### config.mk
export PLATFORM = sky130hd
export DESIGN_NAME = radix_digit_emitter
export DESIGN_NICKNAME = d
export VERILOG_FILES = /design/src/sv/rde_pkg.sv /design/src/sv/radix_digit_emitter.sv /design/src/sv/rde_front.sv /design/src/sv/rde_queue.sv /design/src/sv/rde_back.sv
export SDC_FILE = /design/constraint.sdc
export NUM_CORES = 1
export LEC_CHECK = 0
export BUFFER_PORTS_ARGS = -buffer_cell sky130_fd_sc_hd__buf_4
export CORE_UTILIZATION = 55
export CTS_BUF_LIST = sky130_fd_sc_hd__clkbuf_8
export DETAILED_ROUTE_END_ITERATION = 8
export PLACE_DENSITY = 0.7
export SYNTH_ARGS = -nofsm -noshare
export SYNTH_HDL_FRONTEND = slang
export SYNTH_SLANG_ARGS = --single-unit
### constraint.sdc
create_clock -name clock -period 17.2 [get_ports clock]
set_input_delay 1.72 -clock clock [delete_from_list [all_inputs] [get_ports clock]]
set_output_delay 1.72 -clock clock [all_outputs]
set_load 0.02 [all_outputs]
### src/sv/rde_pkg.sv
`timescale 1ns / 1ps
package rde_pkg;

   localparam int VALUE_BITS    = 64;
   localparam int DIV_STEP_BITS = 8;
   localparam int DIV_CYCLES    = (VALUE_BITS + DIV_STEP_BITS - 1) / DIV_STEP_BITS;
   localparam int DIV_BITS      = DIV_CYCLES * DIV_STEP_BITS;
   localparam int MAX_DIGITS    = VALUE_BITS;
   localparam int STACK_BITS    = MAX_DIGITS * 4;
   localparam int CNT_BITS      = $clog2(MAX_DIGITS + 1);
   localparam int STEP_BITS     = $clog2(DIV_CYCLES + 1);

   localparam logic [4:0] RADIX_MIN = 5'd2;
   localparam logic [4:0] RADIX_MAX = 5'd16;

   localparam logic [6:0] ASCII_ZERO   = 7'd48;
   localparam logic [6:0] ASCII_LETTER = 7'd55;

   typedef struct packed {
      logic [63:0] value;
      logic [4:0]  radix;
   } req_type;

   typedef struct packed {
      logic [6:0] digit_char;
      logic       last_digit;
      logic       bad_radix;
   } rsp_type;

   typedef struct packed {
      logic [VALUE_BITS-1:0] value;
      logic [4:0]            radix;
      logic [3:0]            digit_mask;
      logic [2:0]            shift;
      logic                  pow2;
      logic                  bad;
   } job_type;

   typedef enum logic [1:0] {
      ST_IDLE,
      ST_DIVIDE,
      ST_EMIT
   } back_state_type;

endpackage

### src/sv/radix_digit_emitter.sv
`timescale 1ns / 1ps
// A request is registered in the front end, buffered in the 2-entry queue and taken by the
// back end when idle; bases 2, 4, 8, 16 take each digit by shift and mask, others by an
// 8-bit-per-cycle restoring divider; digits are stacked, sent most significant first, one
// digit per cycle unless rsp_stall holds it; a bad base gives one beat with bad_radix set;
// the back end takes a new job only after its last beat; the queue decouples the ends
// reset is synchronous, active high, and clears all control state; no clearing pass
module radix_digit_emitter (
   input  logic             clock,
   input  logic             reset,
   input  logic             req_valid,
   output logic             req_stall,
   input  rde_pkg::req_type req_data,
   output logic             rsp_valid,
   input  logic             rsp_stall,
   output rde_pkg::rsp_type rsp_data
);
   import rde_pkg::*;

   logic    front_valid, front_stall;
   job_type front_job;
   logic    back_valid, back_stall;
   job_type back_job;

   rde_front u_front (
      .clock     (clock),
      .reset     (reset),
      .req_valid (req_valid),
      .req_stall (req_stall),
      .req_data  (req_data),
      .job_valid (front_valid),
      .job_stall (front_stall),
      .job_data  (front_job)
   );

   rde_queue u_queue (
      .clock     (clock),
      .reset     (reset),
      .in_valid  (front_valid),
      .in_stall  (front_stall),
      .in_data   (front_job),
      .out_valid (back_valid),
      .out_stall (back_stall),
      .out_data  (back_job)
   );

   rde_back u_back (
      .clock     (clock),
      .reset     (reset),
      .job_valid (back_valid),
      .job_stall (back_stall),
      .job_data  (back_job),
      .rsp_valid (rsp_valid),
      .rsp_stall (rsp_stall),
      .rsp_data  (rsp_data)
   );

endmodule

### src/sv/rde_front.sv
`timescale 1ns / 1ps
module rde_front (
   input  logic             clock,
   input  logic             reset,
   input  logic             req_valid,
   output logic             req_stall,
   input  rde_pkg::req_type req_data,
   output logic             job_valid,
   input  logic             job_stall,
   output rde_pkg::job_type job_data
);
   import rde_pkg::*;

   logic    valid_ff, valid_in;
   job_type job_ff, job_in;
   logic    load;
   logic    bad;
   logic [2:0] shift;

   always_comb begin
      unique case (req_data.radix)
         5'd2:    shift = 3'd1;
         5'd4:    shift = 3'd2;
         5'd8:    shift = 3'd3;
         5'd16:   shift = 3'd4;
         default: shift = 3'd0;
      endcase
   end

   assign bad = (req_data.radix < RADIX_MIN) || (req_data.radix > RADIX_MAX);

   always_comb begin
      job_in.value      = req_data.value[VALUE_BITS-1:0];
      job_in.radix      = req_data.radix;
      job_in.digit_mask = req_data.radix[3:0] - 4'd1;
      job_in.shift      = shift;
      job_in.pow2       = (shift != 3'd0);
      job_in.bad        = bad;
   end

   assign req_stall = valid_ff && job_stall;
   assign load      = !valid_ff || !job_stall;
   assign valid_in  = load ? req_valid : valid_ff;

   always_ff @(posedge clock) begin
      if (reset) begin
         valid_ff <= 1'b0;
      end else begin
         valid_ff <= valid_in;
      end
      if (load && req_valid) begin
         job_ff <= job_in;
      end
   end

   assign job_valid = valid_ff;
   assign job_data  = job_ff;

endmodule

### src/sv/rde_queue.sv
`timescale 1ns / 1ps
module rde_queue (
   input  logic             clock,
   input  logic             reset,
   input  logic             in_valid,
   output logic             in_stall,
   input  rde_pkg::job_type in_data,
   output logic             out_valid,
   input  logic             out_stall,
   output rde_pkg::job_type out_data
);
   import rde_pkg::*;

   job_type    entry_ff [2];
   logic       wr_ptr_ff, wr_ptr_in;
   logic       rd_ptr_ff, rd_ptr_in;
   logic [1:0] count_ff, count_in;
   logic       push, pop;

   assign in_stall  = (count_ff == 2'd2);
   assign out_valid = (count_ff != 2'd0);
   assign out_data  = entry_ff[rd_ptr_ff];

   assign push = in_valid && !in_stall;
   assign pop  = out_valid && !out_stall;

   always_comb begin
      wr_ptr_in = push ? !wr_ptr_ff : wr_ptr_ff;
      rd_ptr_in = pop ? !rd_ptr_ff : rd_ptr_ff;
      count_in  = count_ff;
      if (push && !pop) begin
         count_in = count_ff + 2'd1;
      end else if (pop && !push) begin
         count_in = count_ff - 2'd1;
      end
   end

   always_ff @(posedge clock) begin
      if (reset) begin
         wr_ptr_ff <= 1'b0;
         rd_ptr_ff <= 1'b0;
         count_ff  <= 2'd0;
      end else begin
         wr_ptr_ff <= wr_ptr_in;
         rd_ptr_ff <= rd_ptr_in;
         count_ff  <= count_in;
      end
      if (push) begin
         entry_ff[wr_ptr_ff] <= in_data;
      end
   end

endmodule

### src/sv/rde_back.sv
`timescale 1ns / 1ps
module rde_back (
   input  logic             clock,
   input  logic             reset,
   input  logic             job_valid,
   output logic             job_stall,
   input  rde_pkg::job_type job_data,
   output logic             rsp_valid,
   input  logic             rsp_stall,
   output rde_pkg::rsp_type rsp_data
);
   import rde_pkg::*;

   localparam logic [STEP_BITS-1:0] LAST_STEP = STEP_BITS'(DIV_CYCLES - 1);

   back_state_type state_ff, state_in;

   logic [DIV_BITS-1:0]   work_ff, work_in;
   logic [3:0]            rem_ff, rem_in;
   logic [STEP_BITS-1:0]  step_ff, step_in;
   logic [STACK_BITS-1:0] stack_ff, stack_in;
   logic [CNT_BITS-1:0]   count_ff, count_in;
   logic [4:0]            radix_ff, radix_in;
   logic [3:0]            mask_ff, mask_in;
   logic [2:0]            shift_ff, shift_in;
   logic                  pow2_ff, pow2_in;
   logic                  err_ff, err_in;
   logic                  rsp_valid_ff, rsp_valid_in;
   rsp_type               rsp_ff, rsp_in;

   logic [DIV_BITS-1:0] div_q;
   logic [3:0]          div_r;
   logic [DIV_BITS-1:0] pow2_q;
   logic [3:0]          pow2_r;
   logic                digit_done;
   logic                quot_zero;
   logic                out_free;
   logic [3:0]          push_digit;

   function automatic logic [6:0] to_ascii(input logic [3:0] d);
      logic [6:0] wide;
      wide = {3'd0, d};
      return (d < 4'd10) ? (ASCII_ZERO + wide) : (ASCII_LETTER + wide);
   endfunction

   // eight restoring division steps per cycle
   always_comb begin
      logic [DIV_BITS-1:0] q;
      logic [4:0]          r5;
      logic [3:0]          r;
      q  = work_ff;
      r  = rem_ff;
      r5 = 5'd0;
      for (int i = 0; i < DIV_STEP_BITS; i++) begin
         r5 = {r, q[DIV_BITS-1]};
         q  = {q[DIV_BITS-2:0], 1'b0};
         if (r5 >= radix_ff) begin
            r5   = r5 - radix_ff;
            q[0] = 1'b1;
         end
         r = r5[3:0];
      end
      div_q = q;
      div_r = r;
   end

   assign pow2_q = work_ff >> shift_ff;
   assign pow2_r = work_ff[3:0] & mask_ff;

   assign digit_done = pow2_ff || (step_ff == LAST_STEP);
   assign quot_zero  = pow2_ff ? (pow2_q == '0) : (div_q == '0);
   assign push_digit = pow2_ff ? pow2_r : div_r;
   assign out_free   = !rsp_valid_ff || !rsp_stall;

   always_comb begin
      state_in = state_ff;
      unique case (state_ff)
         ST_IDLE: begin
            if (job_valid) begin
               state_in = job_data.bad ? ST_EMIT : ST_DIVIDE;
            end
         end
         ST_DIVIDE: begin
            if (digit_done && quot_zero) begin
               state_in = ST_EMIT;
            end
         end
         ST_EMIT: begin
            if (out_free && (err_ff || (count_ff == CNT_BITS'(1)))) begin
               state_in = ST_IDLE;
            end
         end
         default: state_in = ST_IDLE;
      endcase
   end

   always_comb begin
      job_stall    = 1'b1;
      work_in      = work_ff;
      rem_in       = rem_ff;
      step_in      = step_ff;
      stack_in     = stack_ff;
      count_in     = count_ff;
      radix_in     = radix_ff;
      mask_in      = mask_ff;
      shift_in     = shift_ff;
      pow2_in      = pow2_ff;
      err_in       = err_ff;
      rsp_valid_in = rsp_valid_ff && rsp_stall;
      rsp_in       = rsp_ff;
      unique case (state_ff)
         ST_IDLE: begin
            job_stall = 1'b0;
            if (job_valid) begin
               work_in  = DIV_BITS'(job_data.value);
               rem_in   = 4'd0;
               step_in  = '0;
               count_in = '0;
               radix_in = job_data.radix;
               mask_in  = job_data.digit_mask;
               shift_in = job_data.shift;
               pow2_in  = job_data.pow2;
               err_in   = job_data.bad;
            end
         end
         ST_DIVIDE: begin
            if (pow2_ff) begin
               work_in = pow2_q;
            end else begin
               work_in = div_q;
               rem_in  = div_r;
               step_in = step_ff + STEP_BITS'(1);
            end
            if (digit_done) begin
               rem_in   = 4'd0;
               step_in  = '0;
               stack_in = {stack_ff[STACK_BITS-5:0], push_digit};
               count_in = count_ff + CNT_BITS'(1);
            end
         end
         ST_EMIT: begin
            if (out_free) begin
               rsp_valid_in = 1'b1;
               if (err_ff) begin
                  rsp_in.digit_char = 7'd0;
                  rsp_in.last_digit = 1'b1;
                  rsp_in.bad_radix  = 1'b1;
               end else begin
                  rsp_in.digit_char = to_ascii(stack_ff[3:0]);
                  rsp_in.last_digit = (count_ff == CNT_BITS'(1));
                  rsp_in.bad_radix  = 1'b0;
                  stack_in          = {4'd0, stack_ff[STACK_BITS-1:4]};
                  count_in          = count_ff - CNT_BITS'(1);
               end
            end
         end
         default: begin
            job_stall = 1'b1;
         end
      endcase
   end

   always_ff @(posedge clock) begin
      if (reset) begin
         state_ff     <= ST_IDLE;
         step_ff      <= '0;
         count_ff     <= '0;
         err_ff       <= 1'b0;
         rsp_valid_ff <= 1'b0;
      end else begin
         state_ff     <= state_in;
         step_ff      <= step_in;
         count_ff     <= count_in;
         err_ff       <= err_in;
         rsp_valid_ff <= rsp_valid_in;
      end
      work_ff  <= work_in;
      rem_ff   <= rem_in;
      stack_ff <= stack_in;
      radix_ff <= radix_in;
      mask_ff  <= mask_in;
      shift_ff <= shift_in;
      pow2_ff  <= pow2_in;
      rsp_ff   <= rsp_in;
   end

   assign rsp_valid = rsp_valid_ff;
   assign rsp_data  = rsp_ff;

endmodule
==> impl_results.md, run 1 <==
* Run status: finished clean
* Largest family of logic cells by synthesized area: multiplexers
* CTS tree: done
* Largest net degree at the start of global routing at 189
* Synth Area in Compound Gates at under 10%
* Syn-to-layout area delta at 10.6%
* Seq/Total Area, Yosys at a little over three fifths
* Setup TNS at 0 ps
* Clock Latency Late Sink at roughly 700 ps
* Max-capacitance violation count at 0
* Die H at approximately 230 um
* First-pass GRT wire length at 91800 um
* CTS Root Cell: clkbuf_8
* Final wirelength at approximately 56000 um
* Post-synthesis mux area share at about a fifth
* Hold Buf Count CTS at 0
* Period utilization at between 80% and 90%
* Crit Path Category: reg2reg
* CP max-delay cell: a31oi_1
* Worst Path Required at 17780 ps
* Async SR Flop Fraction at 0%
* Num CTS Buffers at 97
* Initial antenna violation count at 0
* EDFF count, synth at 580
* DP HPWL at around 35000 um
* XOR/XNOR share of the synthesized area at less than 1%
* DRT iter0 DRCs at around 1500
* Routed Antenna Nets at 0
* Most frequent cell after synthesis: edfxtp_1
* Least-Margin Pin Slew at ~1200 ps
* GRT Residual Overflow at 0
* Min Clock Period, post-route at 14010 ps
* Vias in the first global route at approximately 17000
* Cell with the most instances on the worst path: ha_1
* Slew HR at between 20% and 30%
* Largest driver fanout on the critical path at 10
* Worst min path class: reg2reg
* Mapped Cells at between 1500 and 2000
* Vias per std cell at between 5 and 6
* Fin. Hold Viols at 0
* Fmax at 71.4 MHz
* GR Util All Layers at 22.1%
* Core area at between 50000 and 60000 um^2
* Routability Congestion at between 0.9 and 1
* Post-Synth Simple-Gate Area at about 6.0%
* Crit path largest cell delay at slightly below 700 ps
* Die Width at roughly 230 um
* CTS clk-pin slew, worst paths at roughly 60 ps
* Post-CTS Setup Bufs at 0
* # fillers at between 3000 and 4000
* CP top delay family: compound AO/OA/AOI/OAI gates
* Initial Utilization at between 50 and 60%
* Clock Sinks at around 600
* Synth warnings at 0
* Layout cells sized above 1 at a little over a quarter
* Worst hold margin at ~440 ps
* Count of state elements after synthesis at 601
* Synthesized area per cell at between 10 and 15 um^2
* Top cells by count, synth: edfxtp_1 (580), mux2_2 (283), nand2_1 (142), mux2i_1 (101), o21ai_0 (93)
* Synth Area in Adders at ~2.9%
* Worst setup EP type: flop
* Post-CTS sizing at 0
* Die Footprint at approximately 53000 um^2
* CTS H-tree depth at 3
* Setup violators final at 0
* Synthesized net count at roughly 2100
* Io pins at 84
* Fin Clk Skew at roughly 30 ps
* Data arrival time of the worst path at ~15000 ps
* RSZ-0062 raised after global routing: false
* Post-synth cell types at 66
* Clock Tree Buf Depth at 3
* Length of the first detailed-routing pass in iterations at 6
* Via count at between 15000 and 20000
* Top cell type by total area after synthesis: edfxtp_1
* Top FF cell, synth: edfxtp_1
* Routed wire per std cell at 20.4 um
* Top cells by area, synth: edfxtp_1 (61%), mux2_2 (11%), mux2i_1 (3.6%), mux4_2 (3.5%), ha_1 (2.3%)
* Top-area cell type share of the netlist area at approximately three fifths
* DRC viols at 0
* IO buf count at 83
* Final slew viol count at 0
* CP bufs+invs at 6
* CP startpoint kind: flop
* Multi-input logic area at 9930 um^2
* Mapped Area at around 28000 um^2
* Core Rows at 82
* Layout Nets at roughly 2200
* FF+latch area at around 18000 um^2
## cell type report
type	instances	share of cell area (%)
inverters	56	0.669
multi-input cells	1166	31.6
diodes	1	0.00796
flip-flops and latches	601	56.8
well taps	672	2.67
clock inverters	68	1.45
repair buffers	103	2.50
clock buffers	99	4.33
## per-layer routing
layer	vias to the layer above	global-route usage, %	part of all wire [%]
met5	-	0	0
met4	0	7.60	2.5
met3	113	4.33	6.0
met2	607	34.0	47
met1	8139	31.5	45
li1	7680	-	-
## worst register-to-register path: cells and delay by family, from the launching register on
kind,cells,cell delay (ps)
multiplexers,6,2480
AND/OR/NAND/NOR,9,1470
flip-flops,1,560
adder cells (fa/ha/maj),8,2210
buffers and inverters,6,780
AO/OA/AOI/OAI,25,6410
## through the flow
step	std cells	worst slack, ps	area (um^2)	util (%)
global route	2765	2260	31400	62.1
global placement	2598	3820	29600	58.5
detailed placement	2598	3430	29600	58.5
CTS	2765	3310	31400	62.1
finish	2766	3190	31400	62.1
floorplan	1931	3640	28400	-
## cells by family after synthesis
kind of cell,Yosys count
DFF,601
muxes,433
and+or+nand+nor,363
AOI/OAI and AO/OA,285
buffers and inverters,164
adders and majority gates,61
xor gates and xnor gates,24
## state kept, by name, summed over array words and instances (netlist names), 3 cells and up, named ones only
register	count
u_back.mask_ff	4
u_front.job_data	78
u_back.count_ff	7
u_back.rsp_data	9
u_back.work_ff	64
u_back.shift_ff	3
u_back.radix_ff	5
u_queue.entry_ff	156
u_back.stack_ff	256
u_back.rem_ff	4
u_back.step_ff	4
## placed cells by master (no fill, tap or decap), drive strengths merged, types with 13 or more instances in the layout
master / synthesis / layout
a21oi: 51 / 51
nor2: 78 / 78
inv: 55 / 85
edfxtp: 580 / 580
clkinv: 1 / 33
nor3: 22 / 22
mux4: 48 / 48
mux2: 284 / 284
mux2i: 101 / 101
dfxtp: 21 / 21
xnor2: 13 / 13
a311o: 23 / 23
nor4: 19 / 19
buf: 36 / 103
clkbuf: 72 / 99
nand2: 142 / 142
ha: 53 / 53
o21ai: 100 / 100
o211ai: 30 / 30
a211oi: 28 / 28
nand3: 26 / 26
nor2b: 33 / 33
## final timing paths
kind | start | end | slack [ps] | cells after the start
max | u_back.radix_ff[1] | u_back.state_ff[0] | 3190 | 54
min | u_front.job_data[12] | u_queue.entry_ff[0][12] | 440 | 0
max reg2reg | u_back.radix_ff[1] | u_back.state_ff[0] | 3190 | 54
min reg2reg | u_front.job_data[12] | u_queue.entry_ff[0][12] | 440 | 0
Power of run 1 is not shown: default switching activity piles up to over one toggle a cycle in this logic, so the estimate is an artifact.
==> run 2, diff against run 1 <==
--- a/config.mk
+++ b/config.mk
@@ -9,7 +9,7 @@
 export CORE_UTILIZATION = 55
 export CTS_BUF_LIST = sky130_fd_sc_hd__clkbuf_8
 export DETAILED_ROUTE_END_ITERATION = 8
-export PLACE_DENSITY = 0.7
+export PLACE_DENSITY = 0.73
 export SYNTH_ARGS = -nofsm -noshare
 export SYNTH_HDL_FRONTEND = slang
 export SYNTH_SLANG_ARGS = --single-unit
==> constraint.sdc (replaced) <==
create_clock -name clock -period 11.4 [get_ports clock]
set_input_delay 1.14 -clock clock [delete_from_list [all_inputs] [get_ports clock]]
set_output_delay 1.14 -clock clock [all_outputs]
set_load 0.02 [all_outputs]
==> impl_results.md, run 2 (synthesis results as in run 1) <==
* # fillers at roughly 3700
* Layout cells sized above 1 at a little under 30%
* Setup violators final at 0
* Clock Sinks at 601
* Critical path depth in cells at 52
* DP HPWL at roughly 35000 um
* Fmax at between 90 and 100 MHz
* Slew HR at 20.8%
* Worst setup path start: u_back.rem_ff[0]
* Routed Antenna Nets at 0
* GR Util All Layers at between 20% and 30%
* Largest driver fanout on the critical path at 6
* # diodes at 0
* Worst min path class: reg2reg
* Worst Path Required at about 12000 ps
* Capture point of the worst reg-to-reg path: u_back.state_ff[0]
* Worst setup EP type: flop
* CP startpoint kind: flop
* First-pass GRT wire length at slightly above 90000 um
* Clock Latency Late Sink at 710 ps
* Worst R2R Setup Slack at 310 ps
* Final slew viol count at 0
* Routability Congestion at 0.925
* Commonest cells after routing, fill and taps aside: edfxtp_1 (580), mux2_2 (276), nand2_1 (142), buf_4 (134)
* Crit Path Category: reg2reg
* Io pins at 84
* Least-Margin Pin Slew at 1190 ps
* Max-capacitance violation count at 0
* Initial Utilization at between 50 and 60%
* Cell with the most instances on the worst path: ha_1
* GRT Residual Overflow at 0
* Min Clock Period, post-route at about 11000 ps
* IO buf count at 83
* Largest net degree at the start of global routing at around 200
* Commonest non-fill, non-tap cell in the layout: edfxtp_1
* Crit path largest cell delay at about 430 ps
* DRT iter0 DRCs at approximately 1600
* Initial antenna violation count at 0
* Reg2reg start: u_back.rem_ff[0]
* Fin area at about 32000 um^2
* CP bufs+invs at 6
* CTS Root Cell: clkbuf_8
* Clock Tree Buf Depth at 3
* Worst setup path endpoint: u_back.state_ff[0]
* Layout Nets at 2191
* Vias per std cell at 5.99
* DRC viols at 0
* Data arrival time of the worst path at between 10000 and 15000 ps
* Die H at between 200 and 250 um
* Die Footprint at approximately 53000 um^2
* Die Width at 229 um
* Run status: finished clean
* Vias in the first global route at approximately 17000
* Reg with most FFs: u_back.stack_ff
* Core Rows at slightly above 80
* Via count at roughly 17000
* Length of the first detailed-routing pass in iterations at 7
* Core area at a little over 50000 um^2
* Max reg flops at around 260
* CTS clk-pin slew, worst paths at 60 ps
* Fin Clk Skew at around 33 ps
* Routed wire per std cell at ~20 um
* Placed Area at around 30000 um^2
* Period utilization at 97.3%
* Num CTS Buffers at 96
* Worst reg2reg path depth at 52
* Final wirelength at ~57000 um
* CTS H-tree depth at 3
* Fin. Hold Viols at 0
* CTS tree: done
* CP top delay family: compound AO/OA/AOI/OAI gates
* CP max-delay cell: edfxtp_1
* Syn-to-layout area delta at 12.4%
-- run 2: cell types whose count changed in the layout (fill, tap and decap cells not counted), moves of 5 or more --
cell | previous run | this run
mux2_2 | 283 | 276
clkinv_1 | 18 | 24
a21oi_2 | 0 | 5
mux2_4 | 0 | 7
a21oi_1 | 51 | 45
ha_1 | 51 | 46
buf_4 | 102 | 134
o21ai_0 | 93 | 88
inv_1 | 79 | 73
ha_4 | 2 | 7
-- run 2: what timing repair did --
item                                   4_1_cts  5_1_grt
pin swaps                                    1       23
resized for setup                            0       46
cloned                                       0        0
setup endpoints to repair                    1       11
buffers inserted                             2       16
endpoints found under the hold margin        0        0
hold buffers                                 0        0
-- run 2: how the worst min path moves through the flow --
stage                                   end  slack (ps)                 start  cells after the start
floorplan                u_back.rsp_data[0]         410         u_back.err_ff                      0
global placement    u_queue.entry_ff[0][14]         420  u_front.job_data[14]                      0
detailed placement  u_queue.entry_ff[1][14]         430  u_front.job_data[14]                      0
CTS                 u_queue.entry_ff[1][52]         440  u_front.job_data[52]                      0
global route        u_queue.entry_ff[1][52]         440  u_front.job_data[52]                      0
finish              u_queue.entry_ff[1][52]         440  u_front.job_data[52]                      0
-- run 2: metal layers --
metal / part of all wire (%) / GRT usage [%]
met1: 45 / 31.2
met2: 46 / 33.0
met3: 5.7 / 3.87
met4: 3.2 / 9.71
met5: 0 / 0
-- run 2: metrics by stage --
step | worst slack, ps | utilization (%) | hold slack (ps) | setup TNS, ps | instances
after floorplan | 12.7 | - | 406 | 0 | 1931
after global placement | 366 | 58.8 | 422 | 0 | 2613
after detailed placement | -20.5 | 58.8 | 430 | -20.5 | 2613
after CTS | 27.7 | 62.4 | 437 | 0 | 2782
after global routing | -89.2 | 63.1 | 436 | -346 | 2798
final | 309 | 63.1 | 437 | 0 | 2798
-- run 2: area by class of cell --
cell class | instances | area [um^2] | share of cell area [%]
timing repair buffer | 136 | 1040 | 3.25
clock buffer | 98 | 1350 | 4.23
clock inverter | 69 | 463 | 1.45
sequential | 601 | 17800 | 55.9
multi-input combinational | 1166 | 10200 | 31.9
tap | 672 | 841 | 2.63
inverter | 56 | 210 | 0.659
Power of run 2 is left out for the same reason.
